`config.mk`:
```
export PLATFORM = sky130hd
export DESIGN_NAME = one_wire_bus_master_core
export DESIGN_NICKNAME = d
export VERILOG_FILES = /design/src/design/owbm_pkg.sv /design/src/design/owbm_seq.sv /design/src/design/one_wire_bus_master_core.sv
export SDC_FILE = /design/constraint.sdc
export NUM_CORES = 1
export LEC_CHECK = 0
export BUFFER_PORTS_ARGS = -buffer_cell sky130_fd_sc_hd__buf_2
export CORE_MARGIN = 1.5
export CORE_UTILIZATION = 30
export DETAILED_ROUTE_END_ITERATION = 10
export MAX_ROUTING_LAYER = met4
export PLACE_DENSITY_LB_ADDON = 0.05
export REMOVE_ABC_BUFFERS = 1
export SYNTH_ARGS = -nofsm -noshare
export SYNTH_HDL_FRONTEND = slang
export SYNTH_SLANG_ARGS = --single-unit
```
`constraint.sdc`:
```
create_clock -name clk -period 7.25 [get_ports clk]
set_input_delay 0.725 -clock clk [delete_from_list [all_inputs] [get_ports clk]]
set_output_delay 0.725 -clock clk [all_outputs]
set_load 0.005 [all_outputs]
```
`src/design/owbm_pkg.sv`:
```
// ----------------------------------------------------------------------------
// owbm_pkg
// Shared types and constants of the 1-Wire bus master core: the sequencer
// phases, the timing register set, and the item and result layouts.
// ----------------------------------------------------------------------------
package owbm_pkg;

	localparam int DurW     = 10;
	localparam int CfgIdxW  = 3;
	localparam int InDataW  = 16;
	localparam int InUserW  = 3;
	localparam int OutDataW = 16;

	typedef logic [DurW-1:0] dur_t;

	typedef struct packed {
		dur_t reset_low_us;
		dur_t presence_wait_us;
		dur_t reset_recover_us;
		dur_t write_low_us;
		dur_t write_hold_us;
		dur_t read_low_us;
		dur_t read_sample_us;
		dur_t read_recover_us;
	} cfg_t;

	localparam cfg_t CfgDefault = '{
		reset_low_us:     10'd500,
		presence_wait_us: 10'd70,
		reset_recover_us: 10'd500,
		write_low_us:     10'd10,
		write_hold_us:    10'd50,
		read_low_us:      10'd5,
		read_sample_us:   10'd5,
		read_recover_us:  10'd50
	};

	localparam logic [CfgIdxW-1:0] CFG_RESET_LOW     = 3'd0;
	localparam logic [CfgIdxW-1:0] CFG_PRESENCE_WAIT = 3'd1;
	localparam logic [CfgIdxW-1:0] CFG_RESET_RECOVER = 3'd2;
	localparam logic [CfgIdxW-1:0] CFG_WRITE_LOW     = 3'd3;
	localparam logic [CfgIdxW-1:0] CFG_WRITE_HOLD    = 3'd4;
	localparam logic [CfgIdxW-1:0] CFG_READ_LOW      = 3'd5;
	localparam logic [CfgIdxW-1:0] CFG_READ_SAMPLE   = 3'd6;
	localparam logic [CfgIdxW-1:0] CFG_READ_RECOVER  = 3'd7;

	localparam logic [1:0] MODE_RESET = 2'd0;
	localparam logic [1:0] MODE_WRITE = 2'd1;
	localparam logic [1:0] MODE_READ  = 2'd2;

	typedef enum logic [9:0] {
		PH_IDLE     = 10'b00_0000_0001,
		PH_RST_LOW  = 10'b00_0000_0010,
		PH_RST_WAIT = 10'b00_0000_0100,
		PH_RST_REC  = 10'b00_0000_1000,
		PH_WR_LOW   = 10'b00_0001_0000,
		PH_WR_HOLD  = 10'b00_0010_0000,
		PH_WR_REC   = 10'b00_0100_0000,
		PH_RD_LOW   = 10'b00_1000_0000,
		PH_RD_WAIT  = 10'b01_0000_0000,
		PH_RD_REC   = 10'b10_0000_0000
	} phase_t;

	typedef struct packed {
		logic       cmd_valid;
		logic [1:0] mode;
		logic [7:0] cmd_byte;
		logic       line_level;
	} item_t;

	typedef struct packed {
		logic [7:0] read_byte;
		logic       presence;
		logic       done_res;
		logic       busy_res;
		logic       drive_low;
	} result_t;

endpackage

```
`src/design/owbm_seq.sv`:
```
// ----------------------------------------------------------------------------
// owbm_seq
// Slot sequencer of the 1-Wire master. Each step consumes one microsecond
// tick and produces that tick's bus drive, status and received data.
// ----------------------------------------------------------------------------
module owbm_seq (
	input  logic             clk,
	input  logic             arst_n,
	input  logic             step,
	input  owbm_pkg::item_t  item,
	input  owbm_pkg::cfg_t   cfg,
	output owbm_pkg::result_t result
);
	import owbm_pkg::*;

	phase_t     phase_q, phase_d;
	dur_t       tick_q, tick_d;
	logic [2:0] bit_q, bit_d;
	logic [7:0] shift_q, shift_d;
	logic       pres_q, pres_d;
	logic [7:0] recv_q, recv_d;
	logic       drive, busy, done;

	function automatic logic ends(input dur_t tc, input dur_t d);
		return ({1'b0, tc} + 11'd1) >= {1'b0, d};
	endfunction

	always_comb begin
		phase_d = phase_q;
		tick_d  = tick_q;
		bit_d   = bit_q;
		shift_d = shift_q;
		pres_d  = pres_q;
		recv_d  = recv_q;
		drive   = 1'b0;
		done    = 1'b0;

		if (phase_q == PH_IDLE && item.cmd_valid) begin
			case (item.mode)
				MODE_RESET: begin
					phase_d = PH_RST_LOW;
					tick_d  = '0;
					bit_d   = '0;
					shift_d = '0;
				end
				MODE_WRITE: begin
					phase_d = PH_WR_LOW;
					tick_d  = '0;
					bit_d   = '0;
					shift_d = item.cmd_byte;
				end
				MODE_READ: begin
					phase_d = PH_RD_LOW;
					tick_d  = '0;
					bit_d   = '0;
					shift_d = '0;
				end
				default: ;
			endcase
		end

		busy = (phase_d != PH_IDLE);

		unique case (phase_d)
			PH_IDLE: ;
			PH_RST_LOW: begin
				drive = 1'b1;
				if (ends(tick_d, cfg.reset_low_us)) begin
					tick_d  = '0;
					phase_d = PH_RST_WAIT;
				end else begin
					tick_d = tick_d + 10'd1;
				end
			end
			PH_RST_WAIT: begin
				if (ends(tick_d, cfg.presence_wait_us)) begin
					tick_d  = '0;
					phase_d = PH_RST_REC;
				end else begin
					tick_d = tick_d + 10'd1;
				end
			end
			PH_RST_REC: begin
				if (tick_d == '0) begin
					pres_d = ~item.line_level;
				end
				if (ends(tick_d, cfg.reset_recover_us)) begin
					tick_d  = '0;
					phase_d = PH_IDLE;
					done    = 1'b1;
				end else begin
					tick_d = tick_d + 10'd1;
				end
			end
			PH_WR_LOW: begin
				drive = 1'b1;
				if (ends(tick_d, cfg.write_low_us)) begin
					tick_d  = '0;
					phase_d = PH_WR_HOLD;
				end else begin
					tick_d = tick_d + 10'd1;
				end
			end
			PH_WR_HOLD: begin
				drive = ~shift_d[0];
				if (ends(tick_d, cfg.write_hold_us)) begin
					tick_d  = '0;
					phase_d = PH_WR_REC;
				end else begin
					tick_d = tick_d + 10'd1;
				end
			end
			PH_WR_REC: begin
				tick_d  = '0;
				shift_d = {1'b0, shift_d[7:1]};
				if (bit_d == 3'd7) begin
					phase_d = PH_IDLE;
					done    = 1'b1;
					bit_d   = '0;
				end else begin
					bit_d   = bit_d + 3'd1;
					phase_d = PH_WR_LOW;
				end
			end
			PH_RD_LOW: begin
				drive = 1'b1;
				if (ends(tick_d, cfg.read_low_us)) begin
					tick_d  = '0;
					phase_d = PH_RD_WAIT;
				end else begin
					tick_d = tick_d + 10'd1;
				end
			end
			PH_RD_WAIT: begin
				if (ends(tick_d, cfg.read_sample_us)) begin
					tick_d  = '0;
					phase_d = PH_RD_REC;
				end else begin
					tick_d = tick_d + 10'd1;
				end
			end
			PH_RD_REC: begin
				if (tick_d == '0) begin
					shift_d = {item.line_level, shift_d[7:1]};
				end
				if (ends(tick_d, cfg.read_recover_us)) begin
					tick_d = '0;
					if (bit_d == 3'd7) begin
						recv_d  = shift_d;
						phase_d = PH_IDLE;
						done    = 1'b1;
						bit_d   = '0;
					end else begin
						bit_d   = bit_d + 3'd1;
						phase_d = PH_RD_LOW;
					end
				end else begin
					tick_d = tick_d + 10'd1;
				end
			end
			default: begin
				phase_d = PH_IDLE;
				busy    = 1'b0;
			end
		endcase
	end

	always_ff @(posedge clk or negedge arst_n) begin
		if (!arst_n) begin
			phase_q <= PH_IDLE;
			tick_q  <= '0;
			bit_q   <= '0;
			shift_q <= '0;
			pres_q  <= 1'b0;
			recv_q  <= '0;
		end else if (step) begin
			phase_q <= phase_d;
			tick_q  <= tick_d;
			bit_q   <= bit_d;
			shift_q <= shift_d;
			pres_q  <= pres_d;
			recv_q  <= recv_d;
		end
	end

	assign result = '{
		read_byte: recv_d,
		presence:  pres_d,
		done_res:  done,
		busy_res:  busy,
		drive_low: drive
	};

endmodule

```
`src/design/one_wire_bus_master_core.sv`:
```
// ----------------------------------------------------------------------------
// one_wire_bus_master_core
// 1-Wire bus master driven by one stream transfer per microsecond tick.
// A tick's input is held in the input register and its result in the output register.
// Throughput: one tick per cycle unless the output stalls; the slot sequencer advances once per tick.
// An input register and an output register decouple the two stream sides.
// Reset: asynchronous, active low; the sequencer goes idle, status and
// read data clear, and the timing registers take their default values.
// ----------------------------------------------------------------------------
module one_wire_bus_master_core (
	input  logic                           clk,
	input  logic                           arst_n,
	input  logic                           s_axis_tvalid,
	output logic                           s_axis_tready,
	// [7:0] cmd_byte, [8] line_level, [15:9] zero
	input  logic [owbm_pkg::InDataW-1:0]   s_axis_tdata,
	// [0] cmd_valid, [2:1] mode
	input  logic [owbm_pkg::InUserW-1:0]   s_axis_tuser,
	output logic                           m_axis_tvalid,
	input  logic                           m_axis_tready,
	// [0] drive_low, [1] busy_res, [2] done_res, [3] presence,
	// [11:4] read_byte, [15:12] zero
	output logic [owbm_pkg::OutDataW-1:0]  m_axis_tdata,
	input  logic                           cfg_valid,
	output logic                           cfg_ready,
	input  logic [owbm_pkg::CfgIdxW-1:0]   cfg_index,
	input  logic [owbm_pkg::DurW-1:0]      cfg_data
);
	import owbm_pkg::*;

	cfg_t    cfg_q;
	item_t   item_s1;
	logic    valid_s1;
	result_t res_q;
	result_t res_d;
	logic    out_valid_q;
	logic    in_xfer;
	logic    advance;

	assign cfg_ready = 1'b1;

	always_ff @(posedge clk or negedge arst_n) begin
		if (!arst_n) begin
			cfg_q <= CfgDefault;
		end else if (cfg_valid) begin
			unique case (cfg_index)
				CFG_RESET_LOW:     cfg_q.reset_low_us     <= cfg_data;
				CFG_PRESENCE_WAIT: cfg_q.presence_wait_us <= cfg_data;
				CFG_RESET_RECOVER: cfg_q.reset_recover_us <= cfg_data;
				CFG_WRITE_LOW:     cfg_q.write_low_us     <= cfg_data;
				CFG_WRITE_HOLD:    cfg_q.write_hold_us    <= cfg_data;
				CFG_READ_LOW:      cfg_q.read_low_us      <= cfg_data;
				CFG_READ_SAMPLE:   cfg_q.read_sample_us   <= cfg_data;
				CFG_READ_RECOVER:  cfg_q.read_recover_us  <= cfg_data;
				default: ;
			endcase
		end
	end

	assign advance       = valid_s1 && (!out_valid_q || m_axis_tready);
	assign s_axis_tready = !valid_s1 || !out_valid_q || m_axis_tready;
	assign in_xfer       = s_axis_tvalid && s_axis_tready;

	always_ff @(posedge clk or negedge arst_n) begin
		if (!arst_n) begin
			valid_s1 <= 1'b0;
		end else begin
			valid_s1 <= in_xfer || (valid_s1 && !advance);
		end
	end

	always_ff @(posedge clk) begin
		if (in_xfer) begin
			item_s1.cmd_valid  <= s_axis_tuser[0];
			item_s1.mode       <= s_axis_tuser[2:1];
			item_s1.cmd_byte   <= s_axis_tdata[7:0];
			item_s1.line_level <= s_axis_tdata[8];
		end
	end

	owbm_seq u_seq (
		.clk    (clk),
		.arst_n (arst_n),
		.step   (advance),
		.item   (item_s1),
		.cfg    (cfg_q),
		.result (res_d)
	);

	always_ff @(posedge clk or negedge arst_n) begin
		if (!arst_n) begin
			out_valid_q <= 1'b0;
		end else if (advance) begin
			out_valid_q <= 1'b1;
		end else if (m_axis_tready) begin
			out_valid_q <= 1'b0;
		end
	end

	always_ff @(posedge clk) begin
		if (advance) begin
			res_q <= res_d;
		end
	end

	assign m_axis_tvalid = out_valid_q;
	assign m_axis_tdata  = {4'b0000, res_q};

endmodule

```
==> out/metrics.cfg, run 1 <==
[floorplan]
dieWidth_um = 174
rows = 62
initial_core_util = 0.305
io_pins = 56
core_sq_um = 28600
die-area_sq_um = 30100
die_h_um = 174

[grt]
gr-usage-all-layers = 0.171
grt_antenna_before_repair = 0
grt_max_degree = 80
grt_pass1_wl_um = 38000
grt_pass1_vias = 6388
grt-ovfl-total = 0

[routing]
first_pass_iters = 4
wl_um = 23700
drc = 0
drt_iter0_markers = 331
vias = 6508
ant_nets = 0
viasPerCell = 4.87
wl_per_cell_um = 17.8

[power]
p_sw_w = 0.000768
finalPower_w = 0.00259
vdd_drop_max_mv = 0.171
combPwrFrac = 0.224
cellLeakagePower_nw = 4.51
power.density_nw_per_um2 = 258
p_int_w = 0.00182
swShare = 0.297
seqPwrFrac = 0.402
clock_power_share = 0.374

[clock_network]
clockBufferDepth = 2
cts_inserted_buffers = 17
cts_tree = yes
ctsResizeCount = 0
path_clk_slew_ns = 0.07
postCtsSetupBuffers = 0
clkLatencyLatePin_ns = 0.43
htreeDepth = 4
ctsHoldBuffers = 0
cts.sinks = 146
cts_root_buffer = clkbuf_16

[final_layout]
num_antenna_cells = 0
nFillCells = 2939
nNetsFinal = 1059
syn_to_final_growth_pct = 14.8
drive_gt1_frac = 0.196

[sta]
hold_viol_final = 0
fmax_mhz = 182
rsz0062_at_grt = no
setup-tns-final_ns = 0
slew_viol_final = 0
clock_skew_ns = 0.0125
final-setup-viol-count = 0
relSlewSlack = 0.293
fin_crit_ns = 5.49
worst_slew_pin_slew_ns = 1.05
fin_crit_sh = 0.758

[setup_path]
crit_path_start = u_seq.phase_q[2]
critPathMaxStageDelay_ns = 0.59
timing.critical_path.cells = nor4_4 -> nand4b_1 -> buf_4 -> and2_1 -> ha_1 -> nand3_1 -> nor2_1 -> and3_1 -> xnor2_1 -> nor2_1 -> ha_1 -> a21o_1 -> a21oi_1 -> nand2_1 -> or3_1 -> nand4_1 -> nor2_1 -> o31ai_2
path_class = flip-flop to flip-flop
required_ns = 7.60
r2r_setup_slack_ns = 1.76
rr_startpoint = u_seq.phase_q[2]
cpMostUsedCell = nor2_1
cp_slowest_cell = nor4_4
reg2regPathDepth = 18
timing.rr.end = u_seq.tick_q[0]
cp-end-kind = flip-flop
cp-start-kind = flip-flop
worstPathArrival_ns = 5.84
crit_path_end = u_seq.tick_q[0]
crit_fanout = 13

[logic_synthesis]
async_flop_share = 0.836
yosys-top-cells-area = dfrtp_1, ha_1, dfstp_2
ys_warn_count = 0
synth_commonest_cells = nand2_1, dfrtp_1, ha_1
avgSynthCellArea_sq_um = 9.74
netlist.area_leader.share = 0.270
synth-edff-count = 24
seq_area_frac_synth = 0.437
ys_ff_latch = 146
synthesis.area_sq_um = 8720
postSynthCellCount = 896
synth_cell_types = 71
synth_top_flop_cell = dfrtp_1
yosysTopAreaCell = dfrtp_1
synth.most_common_cell = nand2_1

[placement]
portBuffers = 43
dp_hpwl_um = 16500
place_congestion = 0.804

[worst_hold_path]
hp-class = input port to async pin

[job]
maxCapViolCount = 0

[status]
status = finished clean

==> layer usage <==
metal / track usage / vias to the layer above / wire [um]
met2: 0.273 / 87 / 11200
met4: 0.0413 / 0 / 237
met5: - / - / 0
li1: - / 3279 / -
met1: 0.225 / 3126 / 11600
met3: 0.0289 / 16 / 655
==> logic make-up (layout without fill, tap and decap cells) <==
family / Yosys count / after routing / synth area share
simple gates: 279 / 279 / 0.159
compound gates: 212 / 212 / 0.157
flops: 146 / 146 / 0.437
buf+inv: 114 / 167 / 0.0531
fa+ha+maj: 83 / 83 / 0.119
mux: 52 / 52 / 0.0670
xor+xnor: 8 / 8 / 0.00803
other cells: 2 / 5 / 0.000861
==> power groups by stage <==
stage / Clock (W) / Combinational (W) / Sequential, W
3_5_place_dp: 0 / 0.000588 / 0.00106
6_report: 0.000968 / 0.000580 / 0.00104
4_1_cts: 0.00100 / 0.000595 / 0.00104
2_1_floorplan: 0 / 0.000403 / 0.00104
3_3_place_gp: 0 / 0.000590 / 0.00105
5_1_grt: 0.00103 / 0.000667 / 0.00106
==> worst min path at each step <==
stage                     cells after the start  slack, ns              end       startpoint
after CTS                                     1       0.40         cfg_q[0]           arst_n
after detailed placement                      2       0.47  u_seq.recv_q[5]  u_seq.recv_q[5]
final                                         1       0.35  u_seq.tick_q[2]           arst_n
after global placement                        2       0.46  u_seq.recv_q[5]  u_seq.recv_q[5]
after global routing                          1       0.42  u_seq.tick_q[2]           arst_n
after floorplan                               0       0.43         cfg_q[0]           arst_n
==> worst max-delay path, delay by kind of cell (launching register included) <==
kind,cells,cell delay [ns]
simple gates,11,3.32
fa+ha+maj,2,0.71
compound gates,3,0.52
flops,1,0.48
buf+inv,1,0.24
xor+xnor,1,0.12
==> through the flow <==
stage	hold WS [ns]	cells	setup WS, ns	util	area, sq um
after floorplan	0.429	865	2.72	-	8570
after global placement	0.464	1304	1.63	0.328	9390
after detailed placement	0.471	1304	1.74	0.328	9390
after CTS	0.396	1336	1.69	0.350	10000
after global routing	0.416	1336	1.33	0.350	10000
final	0.351	1336	1.76	0.350	10000
==> state kept, by name, indices dropped and copies added, names as in the netlist, 3 cells and up <==
| register | count |
|---|---|
| cfg_q | 80 |
| item_s1 | 12 |
| m_axis_tdata | 12 |
| u_seq.bit_q | 3 |
| u_seq.phase_q | 10 |
| u_seq.recv_q | 8 |
| u_seq.shift_q | 8 |
| u_seq.tick_q | 10 |
==> area by class of cell <==
| class | count | area [sq um] | area share |
|---|---|---|---|
| Tap cell | 384 | 480 | 0.0480 |
| Multi-Input combinational cell | 639 | 4480 | 0.448 |
| Inverter | 80 | 300 | 0.0300 |
| Timing Repair Buffer | 55 | 312 | 0.0311 |
| Clock inverter | 9 | 153 | 0.0152 |
| Clock buffer | 23 | 478 | 0.0477 |
| Sequential cell | 146 | 3810 | 0.380 |
==> cells in the final DEF (no fill, tap or decap), drive strengths merged, types with 3 or more instances in the layout <==
cell     netlist  layout
clkbuf        22      23
xnor2          3       3
a21o           8       8
nand4         10      10
nand3         23      23
and3           5       5
and2           9       9
or3            4       4
nor3b          5       5
xor2           5       5
dfrtp         94      94
o21ai         97      97
o211ai         6       6
nand2        110     110
o21a          11      11
bufinv         0       4
conb           2       5
o2111ai        6       6
nor2b          6       6
a2111oi        5       5
a211oi         3       3
nor3          26      26
mux2          51      51
nand4b         4       4
buf           12      55
nand3b         4       4
ha            83      83
nand2b        10      10
dfstp         28      28
nor4           8       8
o221ai         3       3
a21oi         38      38
a41oi          4       4
inv           80      82
a31oi          7       7
nor4b          4       4
nor2          47      47
edfxtp        24      24
a22oi          8       8
Note: power is estimated with default switching activity, not from simulation.
==> run 2: changes to the inputs <==
--- a/config.mk
+++ b/config.mk
@@ -5,6 +5,7 @@
 export SDC_FILE = /design/constraint.sdc
 export NUM_CORES = 1
 export LEC_CHECK = 0
+export ABC_AREA = 1
 export BUFFER_PORTS_ARGS = -buffer_cell sky130_fd_sc_hd__buf_2
 export CORE_MARGIN = 1.5
 export CORE_UTILIZATION = 30
==> constraint.sdc (replaced) <==
create_clock -name clk -period 4.7 [get_ports clk]
set_input_delay 0.47 -clock clk [delete_from_list [all_inputs] [get_ports clk]]
set_output_delay 0.47 -clock clk [all_outputs]
set_load 0.005 [all_outputs]
==> out/metrics.cfg, run 2 <==
[status]
status = finished clean

[setup_path]
required_ns = 5.03
crit_fanout = 8
worstPathArrival_ns = 4.59
cp-end-kind = flip-flop
path_class = flip-flop to flip-flop
cp-start-kind = flip-flop

[sta]
slew_viol_final = 0
hold-worst-slack_ns = 0.130
worst_slew_pin_slew_ns = 1.14
final-setup-viol-count = 0
fin_crit_sh = 0.906
clock_skew_ns = 0.0117
fmax_mhz = 235
rsz0062_at_grt = no
fin_crit_ns = 4.26
worst_slack_ns = 0.441
hold_viol_final = 0
relSlewSlack = 0.239
setup-tns-final_ns = 0

[clock_network]
cts_root_buffer = clkbuf_16
clkLatencyLatePin_ns = 0.44
htreeDepth = 4
cts_inserted_buffers = 17
path_clk_slew_ns = 0.06
clockBufferDepth = 2
cts_tree = yes
cts.sinks = 146

[floorplan]
die-area_sq_um = 32800
dieWidth_um = 181
rows = 65
die_h_um = 181
io_pins = 56
initial_core_util = 0.303
core_sq_um = 31400

[placement]
portBuffers = 43
dp_hpwl_um = 18000
place_congestion = 0.801
post-place-ws_ns = 0.303

[routing]
viasPerCell = 4.55
vias = 7674
wl_per_cell_um = 15.1
ant_nets = 0
first_pass_iters = 5
wl_um = 25600
drt_iter0_markers = 488
drc = 0

[final_layout]
top_register = cfg_q
layout_common_cells = nand2_1, inv_1, o21ai_0
mostFrequentLayoutCell = nand2_1
num_antenna_cells = 0
nFillCells = 3395
multi_input_area_sq_um = 4670
seq_area_sq_um = 3810
largest_reg_flops = 80
syn_to_final_growth_pct = 13.0
nNetsFinal = 1393
drive_gt1_frac = 0.137

[grt]
grt-ovfl-total = 0
grt_max_degree = 90
grt_pass1_vias = 7578
grt_antenna_before_repair = 1
grt_pass1_wl_um = 41700
gr-usage-all-layers = 0.170

[power]
cellLeakagePower_nw = 5.50
power.density_nw_per_um2 = 660
vdd_drop_max_mv = 0.250

[logic_synthesis]
yosys-top-cells-area = dfrtp_1, nand2_1, ha_1
avgSynthCellArea_sq_um = 7.70
seq_area_frac_synth = 0.400
synth_cell_types = 45
netlist.area_leader.share = 0.247
synth_top_flop_cell = dfrtp_1
postSynthCellCount = 1237
synthesis.area_sq_um = 9530
yosysTopAreaCell = dfrtp_1
async_flop_share = 0.836
synth_commonest_cells = nand2_1, inv_1, o21ai_0
ys_warn_count = 0
synth.most_common_cell = nand2_1
ys_ff_latch = 146
synth-edff-count = 24

[job]
maxCapViolCount = 0

[worst_hold_path]
hp-class = input port to async pin

run 2: cell types whose count changed in the layout (fill, tap and decap cells not counted), moves of 16 or more:
| cell | delta |
|---|---|
| nand2_1 | +213 |
| inv_1 | +122 |
| nor2_1 | +55 |
| mux2_2 | -51 |
| o21ai_0 | +42 |
| o21ai_1 | -22 |
| nand3_1 | +21 |
| nand4_1 | +20 |
| nor3_1 | -17 |
| o22ai_1 | +16 |
run 2: worst paths after layout:
path	startpoint	to	depth (start not counted)	slack [ns]
worst max-delay path	u_seq.phase_q[0]	u_seq.tick_q[4]	24	0.44
worst min-delay path	arst_n	u_seq.shift_q[5]	1	0.13
worst max register to register	u_seq.phase_q[0]	u_seq.tick_q[4]	24	0.44
worst min register to register	u_seq.recv_q[4]	u_seq.recv_q[4]	2	0.48
max in group asynchronous	arst_n	cfg_q[61]	2	3.48
min in group clk	s_axis_tdata[3]	item_s1[4]	1	0.20
run 2: worst max-delay path: stages, from the launching register on:
cell and delay, ns:
dfstp_2 0.59, nand3_1 0.10, nor2_2 0.22, nand3_2 0.18, nand2_1 0.19, inv_1 0.08
ha_1 0.23, xor2_1 0.18, inv_1 0.21, buf_4 0.22, ha_1 0.29, nand2_1 0.06
or2_2 0.26, nand2_1 0.06, nand2_1 0.04, nand2_1 0.06, nand2_1 0.05, nand3_1 0.13
nand2_1 0.09, nand3_1 0.22, nor2_1 0.08, nor2_1 0.13, nand3_2 0.24, nand2_1 0.17
a21oi_2 0.05
run 2: stage by stage:
| step | utilization | std cells | cell area [sq um] | total power (W) |
|---|---|---|---|---|
| after floorplan | - | 1199 | 9290 | 0.00452 |
| after global placement | 0.323 | 1656 | 10100 | 0.00566 |
| after detailed placement | 0.323 | 1656 | 10100 | 0.00568 |
| after CTS | 0.343 | 1688 | 10800 | 0.00723 |
| after global routing | 0.343 | 1688 | 10800 | 0.00794 |
| final | 0.343 | 1688 | 10800 | 0.00711 |
run 2: cell type report:
cell class / instances / area share
sequential: 146 / 0.354
multi-input combinational: 834 / 0.434
inverter: 219 / 0.0768
tap: 402 / 0.0467
timing repair buffer: 55 / 0.0301
clock buffer: 25 / 0.0480
clock inverter: 7 / 0.0110
run 2: layer usage:
metal / share of wire / routed length (um) / global-route usage
met1: 0.52 / 13400 / 0.235
met2: 0.44 / 11300 / 0.257
met3: 0.019 / 484 / 0.0244
met4: 0.013 / 344 / 0.0513
met5: 0 / 0 / -
run 2: cell families after synthesis:
logic type | count (synthesis) | synth area share
AOI/OAI and AO/OA | 204 | 0.123
DFF | 146 | 0.400
xor gates and xnor gates | 5 | 0.00460
adders and majority gates | 83 | 0.109
buffers and inverters | 260 | 0.112
and+or+nand+nor | 537 | 0.250
other | 2 | 0.000788
run 2: repair_timing:
| action | 4_1_cts | 5_1_grt |
|---|---|---|
| hold buffers | 0 | 0 |
| hold endpoints to repair | 0 | 0 |
| resized for setup | 0 | 1 |
| endpoints found under the setup margin | 0 | 8 |
| buffers inserted | 0 | 0 |
run 2: power by group:
| group | total [W] | switching (W) | internal, W |
|---|---|---|---|
| clock | 0.00150 | 0.000576 | 0.000925 |
| sequential | 0.00176 | 0.000162 | 0.00160 |
| combinational | 0.00385 | 0.00249 | 0.00136 |
| total | 0.00711 | 0.00323 | 0.00388 |
==> run 3: changes to the inputs <==
--- a/config.mk
+++ b/config.mk
@@ -7,12 +7,12 @@
 export LEC_CHECK = 0
 export ABC_AREA = 1
 export BUFFER_PORTS_ARGS = -buffer_cell sky130_fd_sc_hd__buf_2
+export CAP_MARGIN = 25
 export CORE_MARGIN = 1.5
 export CORE_UTILIZATION = 30
 export DETAILED_ROUTE_END_ITERATION = 10
 export MAX_ROUTING_LAYER = met4
 export PLACE_DENSITY_LB_ADDON = 0.05
-export REMOVE_ABC_BUFFERS = 1
 export SYNTH_ARGS = -nofsm -noshare
 export SYNTH_HDL_FRONTEND = slang
 export SYNTH_SLANG_ARGS = --single-unit
==> out/metrics.cfg, run 3 (synthesis gave the netlist of run 2 again) <==
[routing]
wl_per_cell_um = 15.2
vias = 7825
drt_iter0_markers = 487
drc = 0
wl_um = 25700
viasPerCell = 4.62
ant_nets = 0
first_pass_iters = 5

[setup_path]
cpMostUsedCell = nand2_1
reg2regPathDepth = 26
crit_buf_inv = 3
cp-start-kind = flip-flop
path_class = flip-flop to flip-flop
required_ns = 5.07
r2r_setup_slack_ns = 0.44
timing.rr.end = u_seq.phase_q[0]
cp-end-kind = flip-flop
cp_slowest_cell = dfstp_2
worstPathArrival_ns = 4.63
crit_fanout = 15
rr_startpoint = u_seq.phase_q[0]
critPathMaxStageDelay_ns = 0.58
path_delay_family = simple AND/OR/NAND/NOR gates

[clock_network]
path_clk_slew_ns = 0.07
cts_inserted_buffers = 17
postCtsSetupBuffers = 0
clockBufferDepth = 2
cts_root_buffer = clkbuf_16
clkLatencyLatePin_ns = 0.44
cts.sinks = 146
cts_tree = yes
htreeDepth = 4

[power]
finalPower_w = 0.00711
cellLeakagePower_nw = 5.51
vdd_drop_max_mv = 0.236
power.density_nw_per_um2 = 658

[final_layout]
layout_common_cells = nand2_1, inv_1, o21ai_0
mostFrequentLayoutCell = nand2_1
utilization = 0.344
top_register = cfg_q
nNetsFinal = 1399
syn_to_final_growth_pct = 13.5
drive_gt1_frac = 0.141
nFillCells = 3376
num_antenna_cells = 0
largest_reg_flops = 80

[status]
status = finished clean

[floorplan]
die-area_sq_um = 32800
io_pins = 56
die_h_um = 181
rows = 65
initial_core_util = 0.303
core_sq_um = 31400
dieWidth_um = 181

[grt]
grt_pass1_wl_um = 41800
gr-usage-all-layers = 0.172
grt_antenna_before_repair = 0
grt-ovfl-total = 0
grt_max_degree = 92
grt_pass1_vias = 7531

[sta]
fin_crit_ns = 4.26
hold_viol_final = 0
hold-worst-slack_ns = 0.199
worst_slew_pin_slew_ns = 0.992
clock_skew_ns = 0.0116
rsz0062_at_grt = no
relSlewSlack = 0.338
setup-tns-final_ns = 0
final-setup-viol-count = 0
fmax_mhz = 235
slew_viol_final = 0
fin_crit_sh = 0.907

[worst_hold_path]
min_to = item_s1[7]
hold_path_depth = 1
hp-class = input port to flip-flop
hp-start = s_axis_tdata[6]

[placement]
dp_hpwl_um = 18300
place_congestion = 0.827
portBuffers = 43

[job]
maxCapViolCount = 0

[run 3: layer usage]
layer | share of wire | up-vias | GRT usage | wire length [um]
li1 | - | 4050 | - | -
met1 | 0.53 | 3653 | 0.245 | 13600
met2 | 0.43 | 112 | 0.252 | 11200
met3 | 0.030 | 10 | 0.0288 | 769
met4 | 0.0078 | 0 | 0.0420 | 200
met5 | 0 | - | - | 0
[run 3: worst max path at each step]
stage / from / endpoint / slack (ns) / cells past startpoint
2_1_floorplan: u_seq.phase_q[0] / u_seq.phase_q[0] / 0.83 / 27
4_1_cts: u_seq.phase_q[0] / u_seq.phase_q[0] / 0.12 / 26
6_report: u_seq.phase_q[0] / u_seq.phase_q[0] / 0.44 / 26
3_3_place_gp: u_seq.phase_q[0] / u_seq.phase_q[0] / 0.13 / 26
3_5_place_dp: u_seq.phase_q[0] / u_seq.phase_q[0] / 0.15 / 26
5_1_grt: u_seq.phase_q[6] / u_seq.phase_q[0] / 0.05 / 27
[run 3: layout make-up]
cell class,instances,area (sq um),area share
Timing Repair Buffer,61,379,0.0351
Multi-Input combinational cell,834,4690,0.434
Sequential cell,146,3810,0.352
Inverter,219,827,0.0765
Clock inverter,11,124,0.0115
Tap cell,402,503,0.0465
Clock buffer,21,483,0.0447
[run 3: metrics by stage]
step                      std cells  area (sq um)  setup slack (ns)
after detailed placement       1660         10100             0.147
after CTS                      1692         10800             0.120
after global placement         1659         10100             0.133
after global routing           1694         10800            0.0472
after floorplan                1240          9540             0.834
final                          1694         10800             0.439
[run 3: worst reg2reg max path, stage by stage (launching register included)]
cell	delay, ns
dfstp_2	0.58
nand3_1	0.14
nor2_4	0.18
nand3_2	0.17
nand2_1	0.18
inv_1	0.08
ha_1	0.23
nand4_2	0.14
nor2_2	0.09
xor2_4	0.23
buf_4	0.22
ha_1	0.26
a21o_1	0.17
nor2_1	0.12
nand2_1	0.06
nand2_1	0.05
nand3_1	0.10
nand2_1	0.18
nand3_2	0.17
nand2_1	0.19
nor2_4	0.06
inv_4	0.19
nand3_1	0.13
nor2_1	0.10
nand2_1	0.06
nand2_1	0.06
nand2_1	0.06
[run 3: timing repair]
| action | 4_1_cts | 5_1_grt |
|---|---|---|
| endpoints found under the setup margin | 0 | 27 |
| hold endpoints to repair | 0 | 20 |
| gates resized for setup | 0 | 3 |
| hold buffers | 0 | 1 |
[run 3: power by group]
part	internal (W)	switching [W]	total [W]
logic	0.00137	0.00255	0.00392
registers	0.00160	0.000156	0.00175
clock network	0.000846	0.000597	0.00144
